[src/sv/fdep_pkg.sv]
`default_nettype none
package fdep_pkg;

   localparam int NAME_LEN  = 64;
   localparam int IDX_W     = $clog2(NAME_LEN);
   localparam int MAX_CHARS = (NAME_LEN - 1 < 63) ? NAME_LEN - 1 : 63;
   localparam int CIDX_W    = 9;
   localparam int LFN_CHARS = 13;
   localparam int SN_LEN    = 11;

   localparam logic [7:0]  DELETED_MARK = 8'hE5;
   localparam logic [7:0]  LAST_LFN_BIT = 8'h40;
   localparam logic [4:0]  ORDER_MASK   = 5'h1F;
   localparam logic [3:0]  LFN_ATTR     = 4'hF;
   localparam int          ATTR_LABEL   = 3;
   localparam int          ATTR_DIR     = 4;
   localparam logic [15:0] PAD_CODE     = 16'hFFFF;
   localparam logic [7:0]  SPACE_CHAR   = 8'h20;
   localparam logic [6:0]  QMARK_CHAR   = 7'h3F;
   localparam logic [6:0]  DOT_CHAR     = 7'h2E;

   localparam logic [4:0] LFN_OFS [LFN_CHARS] = '{
      5'd1, 5'd3, 5'd5, 5'd7, 5'd9, 5'd14, 5'd16, 5'd18, 5'd20, 5'd22, 5'd24, 5'd28, 5'd30
   };

   localparam logic [1:0] KIND_CHAR = 2'd0;
   localparam logic [1:0] KIND_INFO = 2'd1;
   localparam logic [1:0] KIND_END  = 2'd2;

   localparam logic [2:0] EM_NONE  = 3'd0;
   localparam logic [2:0] EM_END   = 3'd1;
   localparam logic [2:0] EM_INFO  = 3'd2;
   localparam logic [2:0] EM_LONG  = 3'd3;
   localparam logic [2:0] EM_SHORT = 3'd4;
   localparam logic [2:0] EM_DOT   = 3'd5;

   typedef struct packed {
      logic       take;
      logic       fin;
      logic       chunk_step;
      logic       ln_read;
      logic       ctr_clr;
      logic       ctr_inc;
      logic       ctr_set8;
      logic [2:0] emit;
   } fdep_cmd_type;

   typedef struct packed {
      logic drop;
      logic end_byte;
      logic last_byte;
      logic skip_entry;
      logic is_lfn;
      logic lfn_go;
      logic have_long;
      logic chunk_done;
      logic ln_more;
      logic name_sp;
      logic ctr_is8;
      logic ctr_is11;
      logic ext_blank;
      logic out_free;
   } fdep_sts_type;

   function automatic logic [6:0] lower_char(input logic [7:0] c);
      logic [6:0] r;
      if (c[7]) begin
         r = QMARK_CHAR;
      end else if (c >= 8'h41 && c <= 8'h5A) begin
         r = c[6:0] + 7'h20;
      end else begin
         r = c[6:0];
      end
      return r;
   endfunction

endpackage
`default_nettype wire

[src/sv/fdep_if.sv]
`default_nettype none
interface fdep_req_if;
   logic       valid;
   logic       ready;
   logic [7:0] data_byte;
   logic       start_directory;
   modport source (output valid, data_byte, start_directory, input ready);
   modport sink (input valid, data_byte, start_directory, output ready);
endinterface

interface fdep_rsp_if;
   logic        valid;
   logic        ready;
   logic [1:0]  kind;
   logic [6:0]  name_char;
   logic        is_directory;
   logic [31:0] file_size;
   logic [31:0] start_cluster;
   logic        last;
   modport source (output valid, kind, name_char, is_directory, file_size, start_cluster,
                    last, input ready);
   modport sink (input valid, kind, name_char, is_directory, file_size, start_cluster,
                 last, output ready);
endinterface
`default_nettype wire

[src/sv/fdep_ram.sv]
`default_nettype none
module fdep_ram #(
   parameter int WIDTH = 8,
   parameter int DEPTH = 64
) (
   input  wire logic                     clock,
   input  wire logic                     we,
   input  wire logic [$clog2(DEPTH)-1:0] waddr,
   input  wire logic [WIDTH-1:0]         wdata,
   input  wire logic                     re,
   input  wire logic [$clog2(DEPTH)-1:0] raddr,
   output logic      [WIDTH-1:0]         rdata
);
   logic [WIDTH-1:0] mem_ff [DEPTH];

   always_ff @(posedge clock) begin
      if (we) begin
         mem_ff[waddr] <= wdata;
      end
      if (re) begin
         rdata <= mem_ff[raddr];
      end
   end
endmodule
`default_nettype wire

[src/sv/fdep_ctrl.sv]
`default_nettype none
module fdep_ctrl import fdep_pkg::*; (
   input  wire logic         clock,
   input  wire logic         reset,
   input  wire logic         req_valid,
   output logic              req_ready,
   input  wire fdep_sts_type sts,
   output fdep_cmd_type      cmd
);
   localparam logic [3:0] S_IDLE    = 4'd0;
   localparam logic [3:0] S_END     = 4'd1;
   localparam logic [3:0] S_FIN     = 4'd2;
   localparam logic [3:0] S_LFN     = 4'd3;
   localparam logic [3:0] S_LN_RD   = 4'd4;
   localparam logic [3:0] S_LN_EM   = 4'd5;
   localparam logic [3:0] S_SN_BASE = 4'd6;
   localparam logic [3:0] S_SN_DOT  = 4'd7;
   localparam logic [3:0] S_SN_EXT  = 4'd8;
   localparam logic [3:0] S_INFO    = 4'd9;

   logic [3:0] state_ff, state_in;

   always_comb begin
      state_in  = state_ff;
      cmd       = '0;
      req_ready = 1'b0;
      case (state_ff)
         S_IDLE: begin
            req_ready = 1'b1;
            if (req_valid) begin
               cmd.take = 1'b1;
               if (sts.drop) begin
                  state_in = S_IDLE;
               end else if (sts.end_byte) begin
                  state_in = S_END;
               end else if (sts.last_byte) begin
                  state_in = S_FIN;
               end
            end
         end
         S_END: begin
            if (sts.out_free) begin
               cmd.emit = EM_END;
               state_in = S_IDLE;
            end
         end
         S_FIN: begin
            cmd.fin     = 1'b1;
            cmd.ctr_clr = 1'b1;
            if (sts.skip_entry) begin
               state_in = S_IDLE;
            end else if (sts.is_lfn) begin
               state_in = sts.lfn_go ? S_LFN : S_IDLE;
            end else begin
               state_in = sts.have_long ? S_LN_RD : S_SN_BASE;
            end
         end
         S_LFN: begin
            cmd.chunk_step = 1'b1;
            cmd.ctr_inc    = 1'b1;
            if (sts.chunk_done) begin
               state_in = S_IDLE;
            end
         end
         S_LN_RD: begin
            if (sts.ln_more) begin
               cmd.ln_read = 1'b1;
               state_in    = S_LN_EM;
            end else begin
               state_in = S_INFO;
            end
         end
         S_LN_EM: begin
            if (sts.out_free) begin
               cmd.emit    = EM_LONG;
               cmd.ctr_inc = 1'b1;
               state_in    = S_LN_RD;
            end
         end
         S_SN_BASE: begin
            if (sts.ctr_is8 || sts.name_sp) begin
               state_in = S_SN_DOT;
            end else if (sts.out_free) begin
               cmd.emit    = EM_SHORT;
               cmd.ctr_inc = 1'b1;
            end
         end
         S_SN_DOT: begin
            if (sts.ext_blank) begin
               state_in = S_INFO;
            end else if (sts.out_free) begin
               cmd.emit     = EM_DOT;
               cmd.ctr_set8 = 1'b1;
               state_in     = S_SN_EXT;
            end
         end
         S_SN_EXT: begin
            if (sts.ctr_is11 || sts.name_sp) begin
               state_in = S_INFO;
            end else if (sts.out_free) begin
               cmd.emit    = EM_SHORT;
               cmd.ctr_inc = 1'b1;
            end
         end
         S_INFO: begin
            if (sts.out_free) begin
               cmd.emit = EM_INFO;
               state_in = S_IDLE;
            end
         end
         default: begin
            state_in = S_IDLE;
         end
      endcase
   end

   always_ff @(posedge clock) begin
      if (reset) begin
         state_ff <= S_IDLE;
      end else begin
         state_ff <= state_in;
      end
   end
endmodule
`default_nettype wire

[src/sv/fdep_dp.sv]
`default_nettype none
module fdep_dp import fdep_pkg::*; (
   input  wire logic         clock,
   input  wire logic         reset,
   input  wire logic [7:0]   data_byte,
   input  wire logic         start_directory,
   input  wire fdep_cmd_type cmd,
   output fdep_sts_type      sts,
   input  wire logic         rsp_ready,
   output logic              rsp_valid,
   output logic [1:0]        rsp_kind,
   output logic [6:0]        rsp_name_char,
   output logic              rsp_is_directory,
   output logic [31:0]       rsp_file_size,
   output logic [31:0]       rsp_start_cluster,
   output logic              rsp_last
);
   logic [4:0]          pos_ff, pos_in;
   logic                ended_ff, ended_in;
   logic                have_long_ff, have_long_in;
   logic [NAME_LEN-1:0] vld_ff, vld_in;
   logic [IDX_W-1:0]    ctr_ff, ctr_in;
   logic [CIDX_W-1:0]   base_ff, base_in;
   logic [7:0]          name_ff [SN_LEN];
   logic [7:0]          name_in [SN_LEN];
   logic [7:0]          attr_ff, attr_in;
   logic [15:0]         lfn_ff [LFN_CHARS];
   logic [15:0]         lfn_in [LFN_CHARS];
   logic [31:0]         size_ff, size_in;
   logic [31:0]         clus_ff, clus_in;

   logic              rv_ff, rv_in;
   logic [1:0]        kind_ff, kind_in;
   logic [6:0]        char_ff, char_in;
   logic              dir_ff, dir_in;
   logic [31:0]       osize_ff, osize_in;
   logic [31:0]       oclus_ff, oclus_in;
   logic              last_ff, last_in;

   logic [4:0]        eff_pos;
   logic              eff_ended;
   logic [4:0]        order;
   logic [CIDX_W-1:0] cidx;
   logic [IDX_W-1:0]  widx;
   logic [15:0]       code;
   logic              pad, over, stop, wr_en;
   logic [6:0]        wr_data;
   logic [6:0]        ram_q;
   logic [7:0]        sn_byte;
   logic              out_free;

   assign eff_pos   = start_directory ? 5'd0 : pos_ff;
   assign eff_ended = start_directory ? 1'b0 : ended_ff;
   assign order     = name_ff[0][4:0] & ORDER_MASK;
   assign cidx      = base_ff + CIDX_W'(ctr_ff);
   assign widx      = cidx[IDX_W-1:0];
   assign code      = lfn_ff[ctr_ff[3:0]];
   assign pad       = (code == 16'h0000) || (code == PAD_CODE);
   assign over      = cidx >= CIDX_W'(NAME_LEN - 1);
   assign stop      = over || (pad && !vld_ff[widx]);
   assign wr_en     = cmd.chunk_step && !stop && !pad;
   assign wr_data   = (code < 16'd128) ? code[6:0] : QMARK_CHAR;
   assign sn_byte   = (ctr_ff < IDX_W'(SN_LEN)) ? name_ff[ctr_ff[3:0]] : SPACE_CHAR;
   assign out_free  = !rv_ff || rsp_ready;

   always_comb begin
      sts            = '0;
      sts.drop       = eff_ended;
      sts.end_byte   = !eff_ended && eff_pos == 5'd0 && data_byte == 8'h00;
      sts.last_byte  = !eff_ended && !sts.end_byte && eff_pos == 5'd31;
      sts.is_lfn     = name_ff[0] != DELETED_MARK && attr_ff[3:0] == LFN_ATTR;
      sts.skip_entry = name_ff[0] == DELETED_MARK || (!sts.is_lfn && attr_ff[ATTR_LABEL]);
      sts.lfn_go     = order != 5'd0;
      sts.have_long  = have_long_ff;
      sts.chunk_done = stop || ctr_ff == IDX_W'(LFN_CHARS - 1);
      sts.ln_more    = ctr_ff < IDX_W'(MAX_CHARS) && vld_ff[ctr_ff];
      sts.name_sp    = sn_byte == SPACE_CHAR;
      sts.ctr_is8    = ctr_ff == IDX_W'(8);
      sts.ctr_is11   = ctr_ff == IDX_W'(SN_LEN);
      sts.ext_blank  = name_ff[8] == SPACE_CHAR;
      sts.out_free   = out_free;
   end

   always_comb begin
      pos_in       = pos_ff;
      ended_in     = ended_ff;
      have_long_in = have_long_ff;
      vld_in       = vld_ff;
      ctr_in       = ctr_ff;
      base_in      = base_ff;
      name_in      = name_ff;
      attr_in      = attr_ff;
      lfn_in       = lfn_ff;
      size_in      = size_ff;
      clus_in      = clus_ff;

      if (cmd.take) begin
         if (start_directory) begin
            pos_in       = 5'd0;
            ended_in     = 1'b0;
            have_long_in = 1'b0;
            vld_in       = '0;
         end
         if (!eff_ended) begin
            if (sts.end_byte) begin
               ended_in = 1'b1;
            end else begin
               pos_in = eff_pos + 5'd1;
               for (int i = 0; i < SN_LEN; i++) begin
                  if (eff_pos == 5'(i)) begin
                     name_in[i] = data_byte;
                  end
               end
               if (eff_pos == 5'd11) begin
                  attr_in = data_byte;
               end
               for (int k = 0; k < LFN_CHARS; k++) begin
                  if (eff_pos == LFN_OFS[k]) begin
                     lfn_in[k][7:0] = data_byte;
                  end
                  if (eff_pos == LFN_OFS[k] + 5'd1) begin
                     lfn_in[k][15:8] = data_byte;
                  end
               end
               case (eff_pos)
                  5'd20:   clus_in[23:16] = data_byte;
                  5'd21:   clus_in[31:24] = data_byte;
                  5'd26:   clus_in[7:0]   = data_byte;
                  5'd27:   clus_in[15:8]  = data_byte;
                  5'd28:   size_in[7:0]   = data_byte;
                  5'd29:   size_in[15:8]  = data_byte;
                  5'd30:   size_in[23:16] = data_byte;
                  5'd31:   size_in[31:24] = data_byte;
                  default: ;
               endcase
            end
         end
      end

      if (cmd.fin) begin
         base_in = CIDX_W'(order - 5'd1) * CIDX_W'(LFN_CHARS);
         if (sts.skip_entry) begin
            have_long_in = 1'b0;
         end else if (sts.is_lfn) begin
            if ((name_ff[0] & LAST_LFN_BIT) != 8'h00) begin
               vld_in = '0;
            end
            if (sts.lfn_go) begin
               have_long_in = 1'b1;
            end
         end
      end

      if (wr_en) begin
         vld_in[widx] = 1'b1;
      end

      if (cmd.emit == EM_INFO) begin
         have_long_in = 1'b0;
      end

      if (cmd.ctr_clr) begin
         ctr_in = '0;
      end else if (cmd.ctr_set8) begin
         ctr_in = IDX_W'(8);
      end else if (cmd.ctr_inc) begin
         ctr_in = ctr_ff + IDX_W'(1);
      end
   end

   // result word register
   always_comb begin
      rv_in    = rv_ff;
      kind_in  = kind_ff;
      char_in  = char_ff;
      dir_in   = dir_ff;
      osize_in = osize_ff;
      oclus_in = oclus_ff;
      last_in  = last_ff;
      if (rsp_ready) begin
         rv_in = 1'b0;
      end
      if (cmd.emit != EM_NONE) begin
         rv_in    = 1'b1;
         kind_in  = KIND_CHAR;
         char_in  = 7'd0;
         dir_in   = 1'b0;
         osize_in = 32'd0;
         oclus_in = 32'd0;
         last_in  = 1'b0;
         case (cmd.emit)
            EM_END: begin
               kind_in = KIND_END;
               last_in = 1'b1;
            end
            EM_INFO: begin
               kind_in  = KIND_INFO;
               dir_in   = attr_ff[ATTR_DIR];
               osize_in = size_ff;
               oclus_in = clus_ff;
               last_in  = 1'b1;
            end
            EM_LONG:  char_in = ram_q;
            EM_SHORT: char_in = lower_char(sn_byte);
            EM_DOT:   char_in = DOT_CHAR;
            default:  ;
         endcase
      end
   end

   always_ff @(posedge clock) begin
      if (reset) begin
         pos_ff       <= 5'd0;
         ended_ff     <= 1'b0;
         have_long_ff <= 1'b0;
         vld_ff       <= '0;
         ctr_ff       <= '0;
         rv_ff        <= 1'b0;
      end else begin
         pos_ff       <= pos_in;
         ended_ff     <= ended_in;
         have_long_ff <= have_long_in;
         vld_ff       <= vld_in;
         ctr_ff       <= ctr_in;
         rv_ff        <= rv_in;
      end
      base_ff  <= base_in;
      name_ff  <= name_in;
      attr_ff  <= attr_in;
      lfn_ff   <= lfn_in;
      size_ff  <= size_in;
      clus_ff  <= clus_in;
      kind_ff  <= kind_in;
      char_ff  <= char_in;
      dir_ff   <= dir_in;
      osize_ff <= osize_in;
      oclus_ff <= oclus_in;
      last_ff  <= last_in;
   end

   fdep_ram #(
      .WIDTH (7),
      .DEPTH (NAME_LEN)
   ) u_name_ram (
      .clock (clock),
      .we    (wr_en),
      .waddr (widx),
      .wdata (wr_data),
      .re    (cmd.ln_read),
      .raddr (ctr_ff),
      .rdata (ram_q)
   );

   assign rsp_valid         = rv_ff;
   assign rsp_kind          = kind_ff;
   assign rsp_name_char     = char_ff;
   assign rsp_is_directory  = dir_ff;
   assign rsp_file_size     = osize_ff;
   assign rsp_start_cluster = oclus_ff;
   assign rsp_last          = last_ff;
endmodule
`default_nettype wire

[src/sv/fat_directory_entry_parser.sv]
// Input word: bytes are taken only in S_IDLE; byte 31 of an entry adds the S_FIN decode.
// Long-name entry: S_LFN stores up to 13 name character slots, one slot per cycle.
// Regular entry: short-name chars, or per long-name char a RAM read (S_LN_RD) then the
// result register (S_LN_EM); then the info word; all wait for a free result register.
// Result register sits after the decode, so rsp_valid rises in the cycle after the emit.
// Synchronous active-high reset clears control state and the name-store valid bits.
`default_nettype none
module fat_directory_entry_parser import fdep_pkg::*; (
   input wire logic clock,
   input wire logic reset,
   fdep_req_if.sink req_chan,
   fdep_rsp_if.source rsp_chan
);
   fdep_cmd_type cmd;
   fdep_sts_type sts;

   fdep_ctrl u_ctrl (
      .clock     (clock),
      .reset     (reset),
      .req_valid (req_chan.valid),
      .req_ready (req_chan.ready),
      .sts       (sts),
      .cmd       (cmd)
   );

   fdep_dp u_dp (
      .clock             (clock),
      .reset             (reset),
      .data_byte         (req_chan.data_byte),
      .start_directory   (req_chan.start_directory),
      .cmd               (cmd),
      .sts               (sts),
      .rsp_ready         (rsp_chan.ready),
      .rsp_valid         (rsp_chan.valid),
      .rsp_kind          (rsp_chan.kind),
      .rsp_name_char     (rsp_chan.name_char),
      .rsp_is_directory  (rsp_chan.is_directory),
      .rsp_file_size     (rsp_chan.file_size),
      .rsp_start_cluster (rsp_chan.start_cluster),
      .rsp_last          (rsp_chan.last)
   );
endmodule
`default_nettype wire

[src/flat_wrapper.sv]
// flat-port wrapper written by rule: the top's interface ports become plain ports
module fat_directory_entry_parser_flat import fdep_pkg::*;
  (clock, reset, req_chan_valid, req_chan_data_byte, req_chan_start_directory, req_chan_ready, rsp_chan_valid, rsp_chan_kind, rsp_chan_name_char, rsp_chan_is_directory, rsp_chan_file_size, rsp_chan_start_cluster, rsp_chan_last, rsp_chan_ready);
  fdep_req_if req_chan_i ();
  fdep_rsp_if rsp_chan_i ();
  input wire logic clock;
  input wire logic reset;
  input wire logic [$bits(req_chan_i.valid)-1:0] req_chan_valid;
  input wire logic [$bits(req_chan_i.data_byte)-1:0] req_chan_data_byte;
  input wire logic [$bits(req_chan_i.start_directory)-1:0] req_chan_start_directory;
  output wire logic [$bits(req_chan_i.ready)-1:0] req_chan_ready;
  output wire logic [$bits(rsp_chan_i.valid)-1:0] rsp_chan_valid;
  output wire logic [$bits(rsp_chan_i.kind)-1:0] rsp_chan_kind;
  output wire logic [$bits(rsp_chan_i.name_char)-1:0] rsp_chan_name_char;
  output wire logic [$bits(rsp_chan_i.is_directory)-1:0] rsp_chan_is_directory;
  output wire logic [$bits(rsp_chan_i.file_size)-1:0] rsp_chan_file_size;
  output wire logic [$bits(rsp_chan_i.start_cluster)-1:0] rsp_chan_start_cluster;
  output wire logic [$bits(rsp_chan_i.last)-1:0] rsp_chan_last;
  input wire logic [$bits(rsp_chan_i.ready)-1:0] rsp_chan_ready;
  assign req_chan_i.valid = req_chan_valid;
  assign req_chan_i.data_byte = req_chan_data_byte;
  assign req_chan_i.start_directory = req_chan_start_directory;
  assign req_chan_ready = req_chan_i.ready;
  assign rsp_chan_valid = rsp_chan_i.valid;
  assign rsp_chan_kind = rsp_chan_i.kind;
  assign rsp_chan_name_char = rsp_chan_i.name_char;
  assign rsp_chan_is_directory = rsp_chan_i.is_directory;
  assign rsp_chan_file_size = rsp_chan_i.file_size;
  assign rsp_chan_start_cluster = rsp_chan_i.start_cluster;
  assign rsp_chan_last = rsp_chan_i.last;
  assign rsp_chan_i.ready = rsp_chan_ready;
  fat_directory_entry_parser u_core (.clock(clock), .reset(reset), .req_chan(req_chan_i), .rsp_chan(rsp_chan_i));
endmodule
[config.mk]
export PLATFORM = sky130hd
export DESIGN_NAME = fat_directory_entry_parser_flat
export DESIGN_NICKNAME = d
export VERILOG_FILES = /design/src/sv/fdep_pkg.sv /design/src/sv/fdep_if.sv /design/src/sv/fdep_ram.sv /design/src/sv/fdep_ctrl.sv /design/src/sv/fdep_dp.sv /design/src/sv/fat_directory_entry_parser.sv /design/src/flat_wrapper.sv
export SDC_FILE = /design/constraint.sdc
export NUM_CORES = 1
export LEC_CHECK = 0
export BUFFER_PORTS_ARGS = -buffer_cell sky130_fd_sc_hd__buf_2
export CORE_MARGIN = 3
export CORE_UTILIZATION = 50
export DETAILED_ROUTE_END_ITERATION = 8
export HOLD_SLACK_MARGIN = 0.05
export MAX_ROUTING_LAYER = met4
export PLACE_DENSITY = 0.75
export SLEW_MARGIN = 20
export SYNTH_ARGS = -nofsm -noshare
export SYNTH_HDL_FRONTEND = slang
export SYNTH_SLANG_ARGS = --single-unit
export TNS_END_PERCENT = 30
[constraint.sdc]
create_clock -name clock -period 4.58 [get_ports clock]
set_input_delay 1.374 -clock clock [delete_from_list [all_inputs] [get_ports clock]]
set_output_delay 1.374 -clock clock [all_outputs]
set_load 0.01 [all_outputs]
==> run metrics <==
status=finished, final reports clean; endpoints failing setup=0; synth unique cells=74; H-tree depth=3; Synth area leader=edfxtp_1; dpl cells=3005; setup clock skew after layout=roughly 0.061 ns; DRT Wirelength=between 80000 and 90000 um; CP max stage delay=roughly 0.7 ns; first-pass GRT wire length=about 130000 um; number of max-cap violations=0; CP arrival=~4.6 ns; DR vias/cell=between 6 and 7; crit path cell chain=ha_1 -> a21oi_1 -> a21oi_1 -> o21ai_0 -> nor4b_1 -> nand3b_1 -> o311ai_1 -> nor4_2 -> buf_4 -> nand3_1 -> nor2_1; number of DRC markers in iteration 0=2300; ANT nets after route=0; FF+latch count, synth=~860; Die Width=274 um; multi-input logic area=about 10000 um2; IO Pins=90; Sink Count=~860; share of layout cells above drive strength 1=0.258; area grow syn2layout=13.8%; GRT overflow=0; Crit. Startpoint=u_core.u_dp.ctr_ff[2]$_SDFFE_PP0P_; delay-heaviest family, CP=simple AND/OR/NAND/NOR gates; Buf/Inv on CP=1; worst hold margin=between 0.4 and 0.5 ns; Int Pwr=about 0.013 W; pwr/cell area=approximately 410 nW/um2; Leakage=between 10 and 15 nW; Comb pwr share=0.044; vias post-DR=between 20000 and 25000; crit-path max FO=43; fmax=approximately 230 MHz; CTS tree=built; Die Area=74900 um2; number of flops mapped to enable cells by yosys=776; Setup WS pre-CTS=between 0.3 and 0.4 ns; cts bufs inserted=86; largest net degree at the start of global routing=~120; CTS Buffer Depth=3; RSZ-0062 raised after global routing=no; floorplan core area=70500 um2; clk slew on worst S/H paths=approximately 0.060 ns; CP Launch Type=register; root buffer cell=clkbuf_16; CP Data Required Time=4.82 ns; Mean Syn Cell Area=about 18 um2; Skew-Pair Late Insertion Delay=approximately 0.66 ns; dpl hpwl=between 50000 and 60000 um; Crit Path Category=register to register; sw frac=0.216; sequential share of the synthesized area=0.696; DR WL/cell=27.8 um; # fillers=between 5000 and 6000; Pins Over Slew Limit=0; final worst slack=0.250 ns; Peak VDD IR=0.293 mV; ys async rst share=0; Final Util=0.578; port buffer count=89; RR Startpoint=u_core.u_dp.ctr_ff[2]$_SDFFE_PP0P_; DRC violations left=0; Warnings, synthesis=0; Die Height=~270 um; Worst Tran Pin Value=roughly 1.0 ns; initial antenna violation count=1; slowest CP cell=dfxtp_4; Mapped Cells=around 2000; Layout Cells excl Fill=3167; Core Rows=between 90 and 100; gp weighted congestion=around 0.95; Setup Fix Bufs, Post-CTS=0; min-delay worst type=register to register; setup TNS=0 ns; sequential cell area=between 20000 and 25000 um2; minimum clock period=4.33 ns; sequential share of power=0.513; total global-route track usage=0.243; HP Start=u_core.u_dp.vld_ff[63]$_SDFF_PP0_; drt first pass iters=5; synthesized area=35800 um2; crit share post-route=0.945; Fin. Hold Viols=0; hold buffers post-CTS=0; Yosys top cell area share=0.650; vias in the first global route=around 20000; most common cell in the netlist=edfxtp_1; sw power=about 0.0036 W; Slew HR=0.304; Clock Power Share=0.443; PostCTS Resize Cnt=0; most used cell, CP=a21oi_1; Area contributors post-synth=edfxtp_1 65%, mux4_2 14%, dfxtp_1 4.6%; nets=roughly 2200; most frequent cells after synthesis=776 x edfxtp_1, 220 x mux4_2, 129 x nor2_1; CP Capture Type=register; Starting Density=0.508; Top FF cell, synth=edfxtp_1
-- kinds of logic after synthesis --
kind of cell             share of synthesized area
AND/OR/NAND/NOR                             0.0609
adder cells (fa/ha/maj)                     0.0142
multiplexers                                 0.159
XOR/XNOR                                   0.00415
other                                     0.000105
flip-flops                                   0.696
AO/OA/AOI/OAI                               0.0464
buffers and inverters                       0.0195
-- stage by stage --
step	area, um2	total power (W)
4_1_cts	40700	0.0168
5_1_grt	40800	0.0171
3_5_place_dp	37700	0.00943
2_1_floorplan	35900	0.00916
3_3_place_gp	37700	0.00942
6_report	40800	0.0167
-- area by class of cell --
| cell class | instances | share of cell area |
|---|---|---|
| clock inverters | 52 | 0.0172 |
| multi-input cells | 992 | 0.252 |
| well taps | 940 | 0.0288 |
| diodes | 1 | 0.0000614 |
| clock buffers | 108 | 0.0573 |
| repair buffers | 176 | 0.0285 |
| flip-flops and latches | 858 | 0.612 |
| inverters | 40 | 0.00368 |
-- power by group through the flow --
stage	registers (W)	clock network [W]	logic, W
2_1_floorplan	0.00870	0	0.000462
3_3_place_gp	0.00871	0	0.000709
3_5_place_dp	0.00871	0	0.000718
4_1_cts	0.00854	0.00748	0.000736
5_1_grt	0.00854	0.00778	0.000817
6_report	0.00855	0.00738	0.000738
-- path summary, 6_finish.rpt --
kind / endpoint / slack [ns] / cells past startpoint
max: u_core.u_dp.u_name_ram.mem_ff[25][2]$_DFFE_PP_ / 0.25 / 11
min: u_core.u_dp.vld_ff[63]$_SDFF_PP0_ / 0.48 / 1
max reg2reg: u_core.u_dp.u_name_ram.mem_ff[25][2]$_DFFE_PP_ / 0.25 / 11
min reg2reg: u_core.u_dp.vld_ff[63]$_SDFF_PP0_ / 0.48 / 1
-- cells in the final DEF (no fill, tap or decap), types with 26 or more instances in the layout --
cell type,synthesis,layout
buf_4,8,82
nand2_1,58,54
mux2i_1,60,60
o21ai_0,26,26
inv_1,40,38
dfxtp_1,82,79
mux4_2,220,220
clkbuf_16,0,88
and2_1,86,85
edfxtp_1,776,776
buf_2,33,89
nor2_1,129,128
nor3_1,26,26
a22o_1,69,69
ha_1,31,30
-- registers in the layout, indices dropped and copies added, names as in the netlist, 2 cells and up --
name	cells
u_core.u_dp.rsp_kind	2
u_core.u_dp.rsp_file_size	32
u_core.u_dp.pos_ff	5
u_core.u_dp.base_ff	9
u_core.u_dp.clus_ff	32
u_core.u_dp.lfn_ff	160
u_core.u_dp.u_name_ram.rdata	7
u_core.u_dp.u_name_ram.mem_ff	448
u_core.u_dp.rsp_name_char	7
u_core.u_dp.vld_ff	64
u_core.u_dp.ctr_ff	6
u_core.u_dp.attr_ff	5
u_core.u_ctrl.state_ff	4
u_core.u_dp.name_ff	8
u_core.u_dp.size_ff	32
u_core.u_dp.rsp_start_cluster	32
-- routing by layer --
metal,wire (um),track usage,part of all wire
met1,34300,0.319,0.39
met2,42100,0.373,0.48
met3,8200,0.0548,0.093
met4,3350,0.0927,0.038
met5,0,-,0
Power figures use the tool's default switching activity.
